File: config.mk
export PLATFORM = sky130hd
export DESIGN_NAME = video_sync_pulse_classifier_unit
export DESIGN_NICKNAME = d
export VERILOG_FILES = /design/src/rtl/core/vspc_pkg.sv /design/src/rtl/core/video_sync_pulse_classifier_unit.sv
export SDC_FILE = /design/constraint.sdc
export NUM_CORES = 1
export LEC_CHECK = 0
export ABC_AREA = 1
export BUFFER_PORTS_ARGS = -buffer_cell sky130_fd_sc_hd__clkbuf_2
export CAP_MARGIN = 40
export CORE_MARGIN = 2
export CORE_UTILIZATION = 57
export CTS_CLUSTER_SIZE = 12
export DETAILED_ROUTE_END_ITERATION = 10
export GPL_ROUTABILITY_DRIVEN = 0
export GPL_TIMING_DRIVEN = 0
export HOLD_SLACK_MARGIN = 0.02
export PLACE_DENSITY_LB_ADDON = 0.15
export SYNTH_ARGS = -nofsm -noshare
export SYNTH_HDL_FRONTEND = slang
export SYNTH_SLANG_ARGS = --single-unit
File: constraint.sdc
create_clock -name clk -period 4.5 [get_ports clk]
set_input_delay 0.675 -clock clk [delete_from_list [all_inputs] [get_ports clk]]
set_output_delay 0.675 -clock clk [all_outputs]
set_load 0.1 [all_outputs]
File: src/rtl/core/vspc_pkg.sv
`default_nettype none

package vspc_pkg;

    // tick counter width seen by the classifier
    localparam int unsigned TICK_BITS = 16;

    // configuration register map (word index)
    localparam logic REG_LOCK_WAIT = 1'b0;

    // lock wait reload after reset
    localparam logic [7:0] LOCK_WAIT_RESET = 8'd20;

    // run limits
    localparam logic [3:0] LONG_ONE_MIN = 4'd5;
    localparam logic [3:0] LONG_ONE_MAX = 4'd8;
    localparam logic [2:0] SHORT_MIN    = 3'd5;
    localparam logic [2:0] SHORT_MAX    = 3'd7;
    localparam logic [2:0] LONG_TWO_MAX = 3'd7;

    // format codes
    typedef enum logic [2:0] {
        FMT_UNKNOWN = 3'd0,
        FMT_655     = 3'd1,
        FMT_554     = 3'd2,
        FMT_666     = 3'd3,
        FMT_765     = 3'd4
    } format_t;

    // pulse sequence counters
    typedef struct packed {
        logic [3:0] long_one;
        logic [2:0] short_cnt;
        logic [2:0] long_two;
    } runs_t;

endpackage

`default_nettype wire

File: src/rtl/core/video_sync_pulse_classifier_unit.sv
// channel   | handshake                    | payload
// ----------+------------------------------+---------------------------------------------
// item      | item_valid / item_ready      | elapsed_ticks[15:0]
// result    | result_valid / result_ready  | arm_below, format_code[2:0],
//           |                              | locked_line_length, lines_since_sync,
//           |                              | max_lines, error_count (16 bits each)
// config    | psel / penable / pwrite      | paddr[2:0], pwdata[31:0], prdata[31:0]
//
// one request per clock sustained while result_ready holds; an accepted request is held in the
// input register, then passes once through the classifier logic into the result register
// the input register holds one more request while a result waits to be taken;
// a stall on result_ready then drops item_ready and holds the classifier state and result
// rst_n clears the classifier state asynchronously; lock wait reloads to 20

`default_nettype none

module video_sync_pulse_classifier_unit
    import vspc_pkg::*;
(
    input  wire logic        clk,
    input  wire logic        rst_n,

    input  wire logic        item_valid,
    output logic             item_ready,
    input  wire logic [15:0] elapsed_ticks,

    output logic             result_valid,
    input  wire logic        result_ready,
    output logic             arm_below,
    output logic [2:0]       format_code,
    output logic [15:0]      locked_line_length,
    output logic [15:0]      lines_since_sync,
    output logic [15:0]      max_lines,
    output logic [15:0]      error_count,

    input  wire logic        psel,
    input  wire logic        penable,
    input  wire logic        pwrite,
    input  wire logic [2:0]  paddr,
    input  wire logic [31:0] pwdata,
    output logic [31:0]      prdata,
    output logic             pready
);

    // input stage
    logic                 in_valid_reg;
    logic [TICK_BITS-1:0] ticks_reg;

    // result stage
    logic                 out_valid_reg;
    logic                 arm_reg;

    // configuration
    logic [7:0]           lock_wait_reg;

    // classifier state
    logic                 phase_reg,        phase_next;
    logic [TICK_BITS-1:0] first_length_reg, first_length_next;
    logic [TICK_BITS-1:0] line_length_reg,  line_length_next;
    logic [7:0]           wait_left_reg,    wait_left_next;
    runs_t                runs_reg,         runs_next;
    logic [15:0]          line_count_reg,   line_count_next;
    logic [15:0]          line_max_reg,     line_max_next;
    logic [15:0]          errors_reg,       errors_next;
    format_t              format_reg,       format_next;

    logic                 advance;
    logic                 cfg_write;
    logic [TICK_BITS:0]   long_limit;
    logic [TICK_BITS-1:0] short_limit;

    // handshake
    assign advance      = in_valid_reg && (!out_valid_reg || result_ready);
    assign item_ready   = !in_valid_reg || advance;
    assign result_valid = out_valid_reg;

    // apb port
    assign pready    = 1'b1;
    assign cfg_write = psel && penable && pwrite && (paddr[2] == REG_LOCK_WAIT);
    assign prdata    = (paddr[2] == REG_LOCK_WAIT) ? {24'd0, lock_wait_reg} : 32'd0;

    always_ff @(posedge clk or negedge rst_n)
    begin
        if (!rst_n)
        begin
            lock_wait_reg <= LOCK_WAIT_RESET;
        end
        else if (cfg_write)
        begin
            lock_wait_reg <= pwdata[7:0];
        end
    end

    // input register
    always_ff @(posedge clk or negedge rst_n)
    begin
        if (!rst_n)
        begin
            in_valid_reg <= 1'b0;
        end
        else if (item_ready)
        begin
            in_valid_reg <= item_valid;
        end
    end

    always_ff @(posedge clk)
    begin
        if (item_ready && item_valid)
        begin
            ticks_reg <= elapsed_ticks[TICK_BITS-1:0];
        end
    end

    // pulse thresholds: short up to a quarter line, long below three quarters
    assign short_limit = line_length_reg >> 2;
    assign long_limit  = {1'b0, line_length_reg >> 1} + {1'b0, line_length_reg >> 2};

    // one classifier pass
    always_comb
    begin
        phase_next        = ~phase_reg;
        first_length_next = first_length_reg;
        line_length_next  = line_length_reg;
        wait_left_next    = wait_left_reg;
        runs_next         = runs_reg;
        line_count_next   = line_count_reg;
        line_max_next     = line_max_reg;
        errors_next       = errors_reg;
        format_next       = format_reg;

        if (!phase_reg)
        begin
            if (line_length_reg == '0)
            begin
                // line length lock
                if (first_length_reg == '0)
                begin
                    first_length_next = ticks_reg;
                end
                else if (wait_left_reg == 8'd0)
                begin
                    if ((ticks_reg >> 8) != (first_length_reg >> 8))
                    begin
                        first_length_next = '0;
                        wait_left_next    = lock_wait_reg;
                    end
                    else
                    begin
                        line_length_next = ticks_reg;
                    end
                end
                else
                begin
                    wait_left_next = wait_left_reg - 8'd1;
                end
            end
            else if ({1'b0, ticks_reg} < long_limit)
            begin
                // sync pulse
                if (line_count_reg > line_max_reg)
                begin
                    line_max_next = line_count_reg;
                end
                line_count_next = 16'd0;
                if (ticks_reg <= short_limit)
                begin
                    if (runs_reg.long_one >= LONG_ONE_MIN && runs_reg.short_cnt < SHORT_MAX
                        && runs_reg.long_two == 3'd0)
                    begin
                        runs_next.short_cnt = runs_reg.short_cnt + 3'd1;
                    end
                    else
                    begin
                        runs_next   = '0;
                        errors_next = errors_reg + 16'd1;
                    end
                end
                else if (runs_reg.short_cnt == 3'd0)
                begin
                    if (runs_reg.long_one < LONG_ONE_MAX && runs_reg.long_two == 3'd0)
                    begin
                        runs_next.long_one = runs_reg.long_one + 4'd1;
                    end
                    else
                    begin
                        runs_next   = '0;
                        errors_next = errors_reg + 16'd1;
                    end
                end
                else
                begin
                    if (runs_reg.long_one >= LONG_ONE_MIN && runs_reg.short_cnt >= SHORT_MIN
                        && runs_reg.long_two < LONG_TWO_MAX)
                    begin
                        runs_next.long_two = runs_reg.long_two + 3'd1;
                    end
                    else
                    begin
                        runs_next   = '0;
                        errors_next = errors_reg + 16'd1;
                    end
                end
            end
            else
            begin
                // normal line; the first one after the pulses sets the format
                if (line_count_reg == 16'd0)
                begin
                    if (runs_reg == runs_t'{long_one: 4'd6, short_cnt: 3'd5, long_two: 3'd5})
                    begin
                        format_next = FMT_655;
                    end
                    else if (runs_reg == runs_t'{long_one: 4'd5, short_cnt: 3'd5,
                                                 long_two: 3'd4})
                    begin
                        format_next = FMT_554;
                    end
                    else if (runs_reg == runs_t'{long_one: 4'd6, short_cnt: 3'd6,
                                                 long_two: 3'd6})
                    begin
                        format_next = FMT_666;
                    end
                    else if (runs_reg == runs_t'{long_one: 4'd7, short_cnt: 3'd6,
                                                 long_two: 3'd5})
                    begin
                        format_next = FMT_765;
                    end
                    else
                    begin
                        format_next = FMT_UNKNOWN;
                    end
                    runs_next = '0;
                end
                line_count_next = line_count_reg + 16'd1;
            end
        end
    end

    // classifier state and result register
    always_ff @(posedge clk or negedge rst_n)
    begin
        if (!rst_n)
        begin
            out_valid_reg    <= 1'b0;
            arm_reg          <= 1'b0;
            phase_reg        <= 1'b0;
            first_length_reg <= '0;
            line_length_reg  <= '0;
            wait_left_reg    <= LOCK_WAIT_RESET;
            runs_reg         <= '0;
            line_count_reg   <= 16'd0;
            line_max_reg     <= 16'd0;
            errors_reg       <= 16'd0;
            format_reg       <= FMT_UNKNOWN;
        end
        else
        begin
            if (advance)
            begin
                out_valid_reg    <= 1'b1;
                arm_reg          <= phase_reg;
                phase_reg        <= phase_next;
                first_length_reg <= first_length_next;
                line_length_reg  <= line_length_next;
                wait_left_reg    <= wait_left_next;
                runs_reg         <= runs_next;
                line_count_reg   <= line_count_next;
                line_max_reg     <= line_max_next;
                errors_reg       <= errors_next;
                format_reg       <= format_next;
            end
            else if (result_ready)
            begin
                out_valid_reg <= 1'b0;
            end
        end
    end

    // result fields follow the state, which holds while a result waits
    assign arm_below          = arm_reg;
    assign format_code        = format_reg;
    assign locked_line_length = line_length_reg;
    assign lines_since_sync   = line_count_reg;
    assign max_lines          = line_max_reg;
    assign error_count        = errors_reg;

    // once locked the line length never moves
    assert property (@(posedge clk) disable iff (!rst_n)
        (line_length_reg != '0) |=> $stable(line_length_reg))
        else $error("locked line length changed");

    // a short run needs a complete first long run
    assert property (@(posedge clk) disable iff (!rst_n)
        (runs_reg.short_cnt != 3'd0) |-> (runs_reg.long_one >= LONG_ONE_MIN))
        else $error("short run without first long run");

    // a second long run needs a complete short run
    assert property (@(posedge clk) disable iff (!rst_n)
        (runs_reg.long_two != 3'd0) |-> (runs_reg.short_cnt >= SHORT_MIN))
        else $error("second long run without short run");

    // the format and the error count only change when a request is processed
    assert property (@(posedge clk) disable iff (!rst_n)
        !advance |=> ($stable(format_reg) && $stable(errors_reg)))
        else $error("state changed without a request");

    // phase alternates on each processed request
    assert property (@(posedge clk) disable iff (!rst_n)
        advance |=> (phase_reg != $past(phase_reg)))
        else $error("phase did not toggle");

endmodule

`default_nettype wire

==> impl_metrics.ini, run 1 <==
[floorplanning]
initial_utilization = 0.5899
die_w_um = 127.1
die_y_um = 127.1
rows = 44
coreArea_um2 = 14640
dieArea_um2 = 16160
ios = 161

[sta]
setup-tns-final_ns = 0
hold_violations = 0
worst_slew_pin_slew_ns = 0.7636
drv_slew = 0
setup_viol = 0
relSlewSlack = 0.4904
rsz0062_at_grt = no
fin_crit_ns = 3.959
skew_ns = 0.01013
fin_crit_sh = 0.8798
max_freq_ghz = 0.2526

[detailed_routing]
wl_um = 19660
first_pass_iters = 5
drc = 0
wl_per_cell_um = 13.78
via_count = 7439
drtIter0Drc = 556
viasPerCell = 5.213
ant_nets = 0

[grt]
grt_overflow = 0
grtUsageTotal = 0.2576
grt_pass1_vias = 7089
grt_pass1_wl_um = 33510
antenna_found_initial = 0
grt_start_max_net_pins = 90

[power]
power.density_nw_per_um2 = 392.1
cellLeakagePower_nw = 5.329
worst_ir_drop_vdd_mv = 0.3662

[cts]
clk_latency_ns = 0.43
post_cts_resized = 0
root_buffer = clkbuf_16
cts_setup_buffers = 0
clk_path_buf_depth = 2
cts_made_buffers = 17
htreeDepth = 4
cts.clk_slew.worst_paths_ns = 0.06
clock_sinks = 129
cts_tree = yes
cts_hold_buf = 0

[place]
detailed_place.area_um2 = 9532
place_hpwl_um = 14610
portBuffers = 108

[worst_setup_path]
critPathLaunchType = flip-flop
critPathMaxFanout = 10
worstPathArrival_ns = 4.25
worstSetupPathType = reg2reg
crit_required_ns = 4.80
r2r_slack_ns = 0.54
r2r_cells = 18
endpoint_kind = flip-flop
r2r_end = max_lines[1]$_DFFE_PN0P_
r2r-start = locked_line_length[2]$_DFFE_PN0P_

[synthesis]
avgSynthCellArea_um2 = 8.006
yosysSeqAreaShare = 0.3835
netlist_area_um2 = 8638
synthCells = 1079
yosysWarnings = 0
yosysUniqueCellTypes = 46
yosys_register_bits = 129

[layout]
finalNetCount = 1373
drive_gt1_frac = 0.1762
area_growth_pct = 17.12
antenna-diode-count = 0
fin_area_um2 = 10120

[outcome]
status = finished clean

[job]
cap_violations = 0

[hold_path]
hold_path_class = in2async
==> synthesized netlist by cell type, drive strengths merged <==
cell	n	area, um^2
o21bai	4	30.03
nand2	232	895.8
nor3	32	209.0
nand4	39	244.0
xnor2	11	96.34
a22oi	1	7.510
buf	39	290.3
a21boi	3	22.52
a31oi	2	12.51
o22ai	18	112.6
nand3b	2	27.53
nor2	73	320.3
nand3	64	352.8
o21ai	73	376.6
xor2	26	227.7
edfxtp	16	480.5
nor4	4	25.02
inv	176	663.1
a21oi	52	271.5
dfstp	4	105.1
dfrtp	109	2728
or3	1	6.260
conb	2	7.510
clkbuf	7	26.28
or2	1	6.260
ha	84	1051
fa	1	20.02
a21o	2	15.01
o31ai	1	7.510
==> power breakdown <==
group          switching, mW  leakage, nW  internal [mW]
clock                  0.547        0.280          0.820
combinational          0.942         3.57          0.233
sequential             0.141         1.48           1.28
==> logic make-up (layout without fill, tap and decap cells) <==
| logic type | count (synthesis) | in the layout | synth area share |
|---|---|---|---|
| buf+inv | 222 | 363 | 0.1134 |
| other cells | 2 | 25 | 0.0008694 |
| xor+xnor | 37 | 37 | 0.03751 |
| simple gates | 448 | 448 | 0.2416 |
| compound gates | 156 | 156 | 0.09908 |
| flops | 129 | 129 | 0.3835 |
| fa+ha+maj | 85 | 85 | 0.1240 |
==> per-stage QoR <==
stage               cells    util  hold WS (ns)  power [mW]  setup slack, ns
finish               1427  0.6909        0.1268       3.967           0.5409
global route         1427  0.6909        0.1264       4.156           0.1469
CTS                  1427  0.6909        0.1285       3.990           0.3444
detailed placement   1395  0.6509        0.4723       2.616           0.3489
global placement     1394  0.6484        0.4677       2.601           0.4696
floorplan            1102       -        0.3794       2.377           0.5439
==> area by class of cell <==
class	count	area, um^2
sequential	129	3313
buffer	46	316.6
fill	1207	4527
timing repair buffer	109	576.8
clock buffer	17	425.4
multi-input combinational	751	4432
tap	184	230.2
clock inverter	15	160.2
inverter	176	663.1
==> worst max-delay path by stage <==
stage | endpoint | start
4_1_cts | max_lines[1]$_DFFE_PN0P_ | locked_line_length[2]$_DFFE_PN0P_
3_3_place_gp | max_lines[4]$_DFFE_PN0P_ | locked_line_length[2]$_DFFE_PN0P_
2_1_floorplan | max_lines[4]$_DFFE_PN0P_ | locked_line_length[2]$_DFFE_PN0P_
3_5_place_dp | max_lines[1]$_DFFE_PN0P_ | locked_line_length[2]$_DFFE_PN0P_
5_1_grt | runs_reg[5]$_DFFE_PN0P_ | locked_line_length[2]$_DFFE_PN0P_
6_report | max_lines[1]$_DFFE_PN0P_ | locked_line_length[2]$_DFFE_PN0P_
==> cell usage in the layout, fill, tap and decap left out, drive strengths merged, types with 40 or more instances in the layout <==
master  instances
o21ai          73
inv           180
nand3          64
a21oi          52
buf            40
nand2         232
nor2           73
ha             84
dfrtp         109
clkbuf        132
==> worst max-delay path: stages, from the launching register on <==
cell,delay (ns)
dfrtp_1,0.47
ha_1,0.26
fa_1,0.41
a21oi_1,0.17
o21bai_1,0.12
a21boi_1,0.38
o21ai_0,0.26
xor2_1,0.19
ha_1,0.29
nand2_1,0.10
o21bai_1,0.12
nand2_1,0.08
a21oi_2,0.15
nand2_4,0.14
nor2_8,0.18
inv_4,0.09
nor2_4,0.12
buf_4,0.19
o21ai_0,0.11
==> routing by layer <==
metal	share of wire	GRT usage	wire [um]
met1	0.47	0.3469	9142
met2	0.46	0.4108	9043
met3	0.050	0.05611	990
met4	0.025	0.09825	482
met5	0	0	0
Power figures use the tool's default switching activity.
==> run 2, diff against run 1 <==
ABC_AREA = not set   (was 1)
CORE_ASPECT_RATIO = 2   (was not set)
CORE_UTILIZATION = 56   (was 57)
SLEW_MARGIN = 10   (was not set)
==> impl_metrics.ini, run 2 <==
[hold_path]
hold_path_class = in2async

[synthesis]
synth-simple-area-share = 0.1498
synth_top_area_frac = 0.3498
synthCells = 760
yosysWarnings = 0
synthAdderAreaFrac = 0.1373
yosys_most_used_dff = dfrtp_1
synthXorXnorAreaFrac = 0.04380
synth_compound_area_frac = 0.1341
synth.mux.area_fraction = 0.05262
yosys_register_bits = 129
synth_common_cells = dfrtp_1, ha_1, nand2_1
yosysUniqueCellTypes = 72
synth_area_leaders = dfrtp_1, ha_1, edfxtp_1
synth_top_cell_by_area = dfrtp_1
avgSynthCellArea_um2 = 10.26
yosysSeqAreaShare = 0.4248
yosysMostFrequentCell = dfrtp_1
synth_async_sr_flop_share = 0.8760
netlist_area_um2 = 7799
synth_top_family_by_area = simple AND/OR/NAND/NOR gates
synth-edff-count = 16

[grt]
grt_overflow = 0
antenna_found_initial = 0
grtUsageTotal = 0.2373
grt_start_max_net_pins = 73
grt_pass1_vias = 6052
grt_pass1_wl_um = 28430

[worst_setup_path]
worstSetupPathType = reg2reg
r2r_slack_ns = 0.09
r2r_end = runs_reg[0]$_DFFE_PN0P_
endpoint_kind = flip-flop
critPathLaunchType = flip-flop
r2r_cells = 18
critPathMaxFanout = 6
worstPathArrival_ns = 4.71
r2r-start = locked_line_length[3]$_DFFE_PN0P_
crit_required_ns = 4.79

[power]
p_clk_frac = 0.391
p_comb_frac = 0.233
total_power_mw = 3.597
cellLeakagePower_nw = 4.720
worst_ir_drop_vdd_mv = 0.4182
power.density_nw_per_um2 = 376.9
power_switching_mw = 1.244
intPower_mw = 2.353
switching_share = 0.3458
p_seq_frac = 0.377

[detailed_routing]
drc = 0
wl_um = 17210
viasPerCell = 5.690
drtIter0Drc = 333
wl_per_cell_um = 15.76
ant_nets = 0
first_pass_iters = 4
via_count = 6214

[floorplanning]
ios = 161
rows = 61
initial_utilization = 0.5677
dieArea_um2 = 14940
coreArea_um2 = 13740
die_y_um = 170.9
die_w_um = 87.45

[cts]
root_buffer = clkbuf_16
cts_made_buffers = 17
htreeDepth = 4
cts_tree = yes
clock_sinks = 129
cts.clk_slew.worst_paths_ns = 0.06
cts_hold_buf = 0
clk_path_buf_depth = 2
clk_latency_ns = 0.41

[layout]
antenna-diode-count = 0
final_cell_mix = clkbuf_2, dfrtp_1, ha_1, nand2_1, o21ai_0
fin_area_um2 = 9543
layout_commonest_cell = clkbuf_2
final_cells = 1092
postLayoutCoreUtil = 0.6946
drive_gt1_frac = 0.2781
finalNetCount = 1065
area_growth_pct = 22.36
nFillCells = 1086

[sta]
max_freq_ghz = 0.2266
fin_crit_ns = 4.412
skew_ns = 0.009510
relSlewSlack = 0.4919
rsz0062_at_grt = yes
drv_slew = 0
fin_crit_sh = 0.9805
setup_ws_ns = 0.08756
hold_slack_ns = 0.1837
hold_violations = 0
worst_slew_pin_slew_ns = 0.7621
setup_viol = 0
setup-tns-final_ns = 0

[job]
cap_violations = 0

[place]
dp_cells = 1050
detailed_place.area_um2 = 8673
place_hpwl_um = 12620
portBuffers = 109
place_ws_ns = -0.1978

[outcome]
status = finished clean
-- run 2: cell types whose count changed in the layout (fill, tap and decap cells not counted), sizes merged, moves of 15 or more --
cell   before  now
nor3       32   10
o22ai      18    1
o21ai      73   54
a22o        0   20
mux2        0   31
inv       180   54
nand2     232   65
nand3      64   17
nor2       73   28
nand4      39   24
-- run 2: how the worst max path moves through the flow --
stage	from	end	cells past startpoint
2_1_floorplan	locked_line_length[2]$_DFFE_PN0P_	runs_reg[0]$_DFFE_PN0P_	18
3_3_place_gp	locked_line_length[2]$_DFFE_PN0P_	runs_reg[1]$_DFFE_PN0P_	17
6_report	locked_line_length[3]$_DFFE_PN0P_	runs_reg[0]$_DFFE_PN0P_	18
4_1_cts	locked_line_length[2]$_DFFE_PN0P_	runs_reg[0]$_DFFE_PN0P_	18
3_5_place_dp	locked_line_length[2]$_DFFE_PN0P_	runs_reg[0]$_DFFE_PN0P_	17
5_1_grt	locked_line_length[3]$_DFFE_PN0P_	runs_reg[0]$_DFFE_PN0P_	18
-- run 2: power by group through the flow --
stage	Clock, mW	Sequential [mW]	Combinational [mW]
final	1.41	1.35	0.837
after global routing	1.48	1.37	0.896
after CTS	1.42	1.35	0.821
after detailed placement	0	1.37	0.810
after global placement	0	1.37	0.798
after floorplan	0	1.59	0.426
-- run 2: layout make-up --
type	instances	area [um^2]	area share
Buffer	41	270.3	0.02832
Clock buffer	20	446.7	0.04681
Clock inverter	12	155.1	0.01626
Inverter	49	186.4	0.01954
Multi-Input combinational cell	564	4300	0.4506
Sequential cell	129	3323	0.3482
Tap cell	157	196.4	0.02058
Timing Repair Buffer	120	664.4	0.06962
-- run 2: per-layer routing --
metal	track usage	part of all wire	routed length, um
met5	0	0	0
met3	0.03907	0.038	647
met4	0.07692	0.016	280
met2	0.4015	0.52	8885
met1	0.3061	0.43	7394
-- run 2: critical path, cell delays in order, from the launching register on --
cell	delay (ns)
dfrtp_2	0.46
inv_4	0.09
ha_4	0.20
a21oi_4	0.12
nor2b_2	0.06
o31a_1	0.34
o211a_1	0.25
o21a_1	0.19
o21a_1	0.21
o41a_1	0.44
xnor2_2	0.17
ha_1	0.33
a21oi_2	0.16
o21ai_2	0.08
a21o_4	0.22
or3_4	0.33
buf_6	0.14
and3_4	0.19
mux2_4	0.29
-- run 2: cells by family (layout without fill, tap and decap cells) --
| family | after synthesis | after routing |
|---|---|---|
| muxes | 36 | 36 |
| DFF | 129 | 129 |
| and+or+nand+nor | 222 | 222 |
| buffers and inverters | 90 | 242 |
| adders and majority gates | 85 | 85 |
| other | 2 | 25 |
| AOI/OAI and AO/OA | 157 | 157 |
| xor gates and xnor gates | 39 | 39 |
-- run 2: repair_timing --
action,in CTS,in global routing
setup endpoints to repair,27,38
resized for setup,5,40
pin swaps,1,16
setup buffers,1,9
==> run 3, diff against run 2 <==
ABC_AREA = 1   (was not set)
CORE_UTILIZATION = 57   (was 56)
clock period = 4.28 ns   (was 4.5 ns; I/O delays follow)
==> impl_metrics.ini, run 3 (synthesis gave the netlist of run 1 again) <==
[outcome]
status = finished clean

[sta]
fin_crit_sh = 0.9190
relSlewSlack = 0.4936
max_freq_ghz = 0.2542
rsz0062_at_grt = no
setup_viol = 0
skew_ns = 0.01460
fin_crit_ns = 3.933
drv_slew = 0
worst_slew_pin_slew_ns = 0.7588
hold_violations = 0

[cts]
cts_made_buffers = 17
clock_sinks = 129
cts_tree = yes
root_buffer = clkbuf_16
htreeDepth = 4
cts.clk_slew.worst_paths_ns = 0.06
cts_setup_buffers = 0
clk_latency_ns = 0.43
cts_hold_buf = 0
clk_path_buf_depth = 2

[place]
portBuffers = 108
place_hpwl_um = 17040

[worst_setup_path]
r2r_slack_ns = 0.35
slowest_delay_ns = 0.47
critPathMaxFanout = 9
r2r_end = runs_reg[4]$_DFFE_PN0P_
crit_required_ns = 4.59
crit_path_frequent_cell = nand2_1
cp_cell_sequence = ha_1, fa_1, a21oi_1, o21bai_1, a21boi_2, o21bai_1, nand3_1, nand2_1, xor2_1, ha_1, nand2_1, nor4_1, nand2_1, nand2_4, inv_1, nand3_2, nand3_1, nand2_1, nand2_1
critPathLaunchType = flip-flop
endpoint_kind = flip-flop
r2r-start = locked_line_length[2]$_DFFE_PN0P_
cp.buffers_inverters = 1
crit_slowest_cell = dfrtp_1
r2r_cells = 19
worstSetupPathType = reg2reg
critPathTopFamily = simple AND/OR/NAND/NOR gates
worstPathArrival_ns = 4.24

[floorplanning]
die_y_um = 178.1
ios = 161
coreArea_um2 = 14820
dieArea_um2 = 16220
rows = 63
initial_utilization = 0.5829
die_w_um = 91.05

[power]
cellLeakagePower_nw = 5.324
worst_ir_drop_vdd_mv = 0.4918
power.density_nw_per_um2 = 403.8
total_power_mw = 4.074

[detailed_routing]
wl_per_cell_um = 14.98
via_count = 7591
ant_nets = 0
drtIter0Drc = 310
viasPerCell = 5.279
drc = 0
wl_um = 21540
first_pass_iters = 5

[grt]
grt_pass1_wl_um = 35250
grt_pass1_vias = 7642
grt_start_max_net_pins = 63
grtUsageTotal = 0.2763
grt_overflow = 0
antenna_found_initial = 0

[layout]
area_growth_pct = 16.79
finalNetCount = 1373
final_cell_mix = nand2_1, inv_1, dfrtp_1, clkbuf_2, ha_1
antenna-diode-count = 0
nFillCells = 1372
postLayoutCoreUtil = 0.6808
layout_commonest_cell = nand2_1
drive_gt1_frac = 0.1746

[job]
cap_violations = 0

[hold_path]
hold_path_class = in2async
[run 3: worst max-delay path by stage]
stage,startpoint,endpoint,slack [ns],depth (start not counted)
2_1_floorplan,locked_line_length[2]$_DFFE_PN0P_,max_lines[4]$_DFFE_PN0P_,0.32,20
3_3_place_gp,locked_line_length[2]$_DFFE_PN0P_,runs_reg[4]$_DFFE_PN0P_,0.01,19
3_5_place_dp,locked_line_length[2]$_DFFE_PN0P_,max_lines[5]$_DFFE_PN0P_,-0.05,20
4_1_cts,locked_line_length[2]$_DFFE_PN0P_,max_lines[5]$_DFFE_PN0P_,0.18,20
5_1_grt,locked_line_length[3]$_DFFE_PN0P_,max_lines[5]$_DFFE_PN0P_,0.09,18
6_report,locked_line_length[2]$_DFFE_PN0P_,runs_reg[4]$_DFFE_PN0P_,0.35,19
[run 3: repair_timing]
action / CTS / global route
gates resized for setup: 1 / 1
setup endpoints to repair: 23 / 12
cloned: 0 / 0
pin swaps: 0 / 0
[run 3: cell type report]
cell class                 count  area (um^2)  area share
clock inverter                 6        30.03    0.002977
multi-input combinational    751         4436      0.4397
sequential                   129         3313      0.3284
clock buffer                  26        509.2     0.05048
tap                          195        244.0     0.02418
inverter                     176        663.1     0.06573
timing repair buffer         109        576.8     0.05717
buffer                        46        316.6     0.03138
[run 3: through the flow]
stage	setup slack (ns)	TNS [ns]	hold WS, ns	area (um^2)	instances
after floorplan	0.3239	0	0.3464	8725	1102
after global placement	0.01374	0	0.4720	9509	1405
after detailed placement	-0.05369	-0.3615	0.4776	9545	1406
after CTS	0.1762	0	0.1808	10080	1438
after global routing	0.08512	0	0.1959	10090	1438
final	0.3465	0	0.1647	10090	1438
[run 3: report_power, final]
group | total (mW) | internal, mW | switching, mW
clock | 1.32 | 0.810 | 0.512
sequential | 1.51 | 1.35 | 0.161
combinational | 1.24 | 0.246 | 0.996
[run 3: per-layer routing]
| layer | GRT usage | share of wire | routed length [um] |
|---|---|---|---|
| met1 | 0.2570 | 0.34 | 7353 |
| met2 | 0.5497 | 0.58 | 12400 |
| met3 | 0.03929 | 0.030 | 655 |
| met4 | 0.1698 | 0.052 | 1128 |
| met5 | 0 | 0 | 0 |
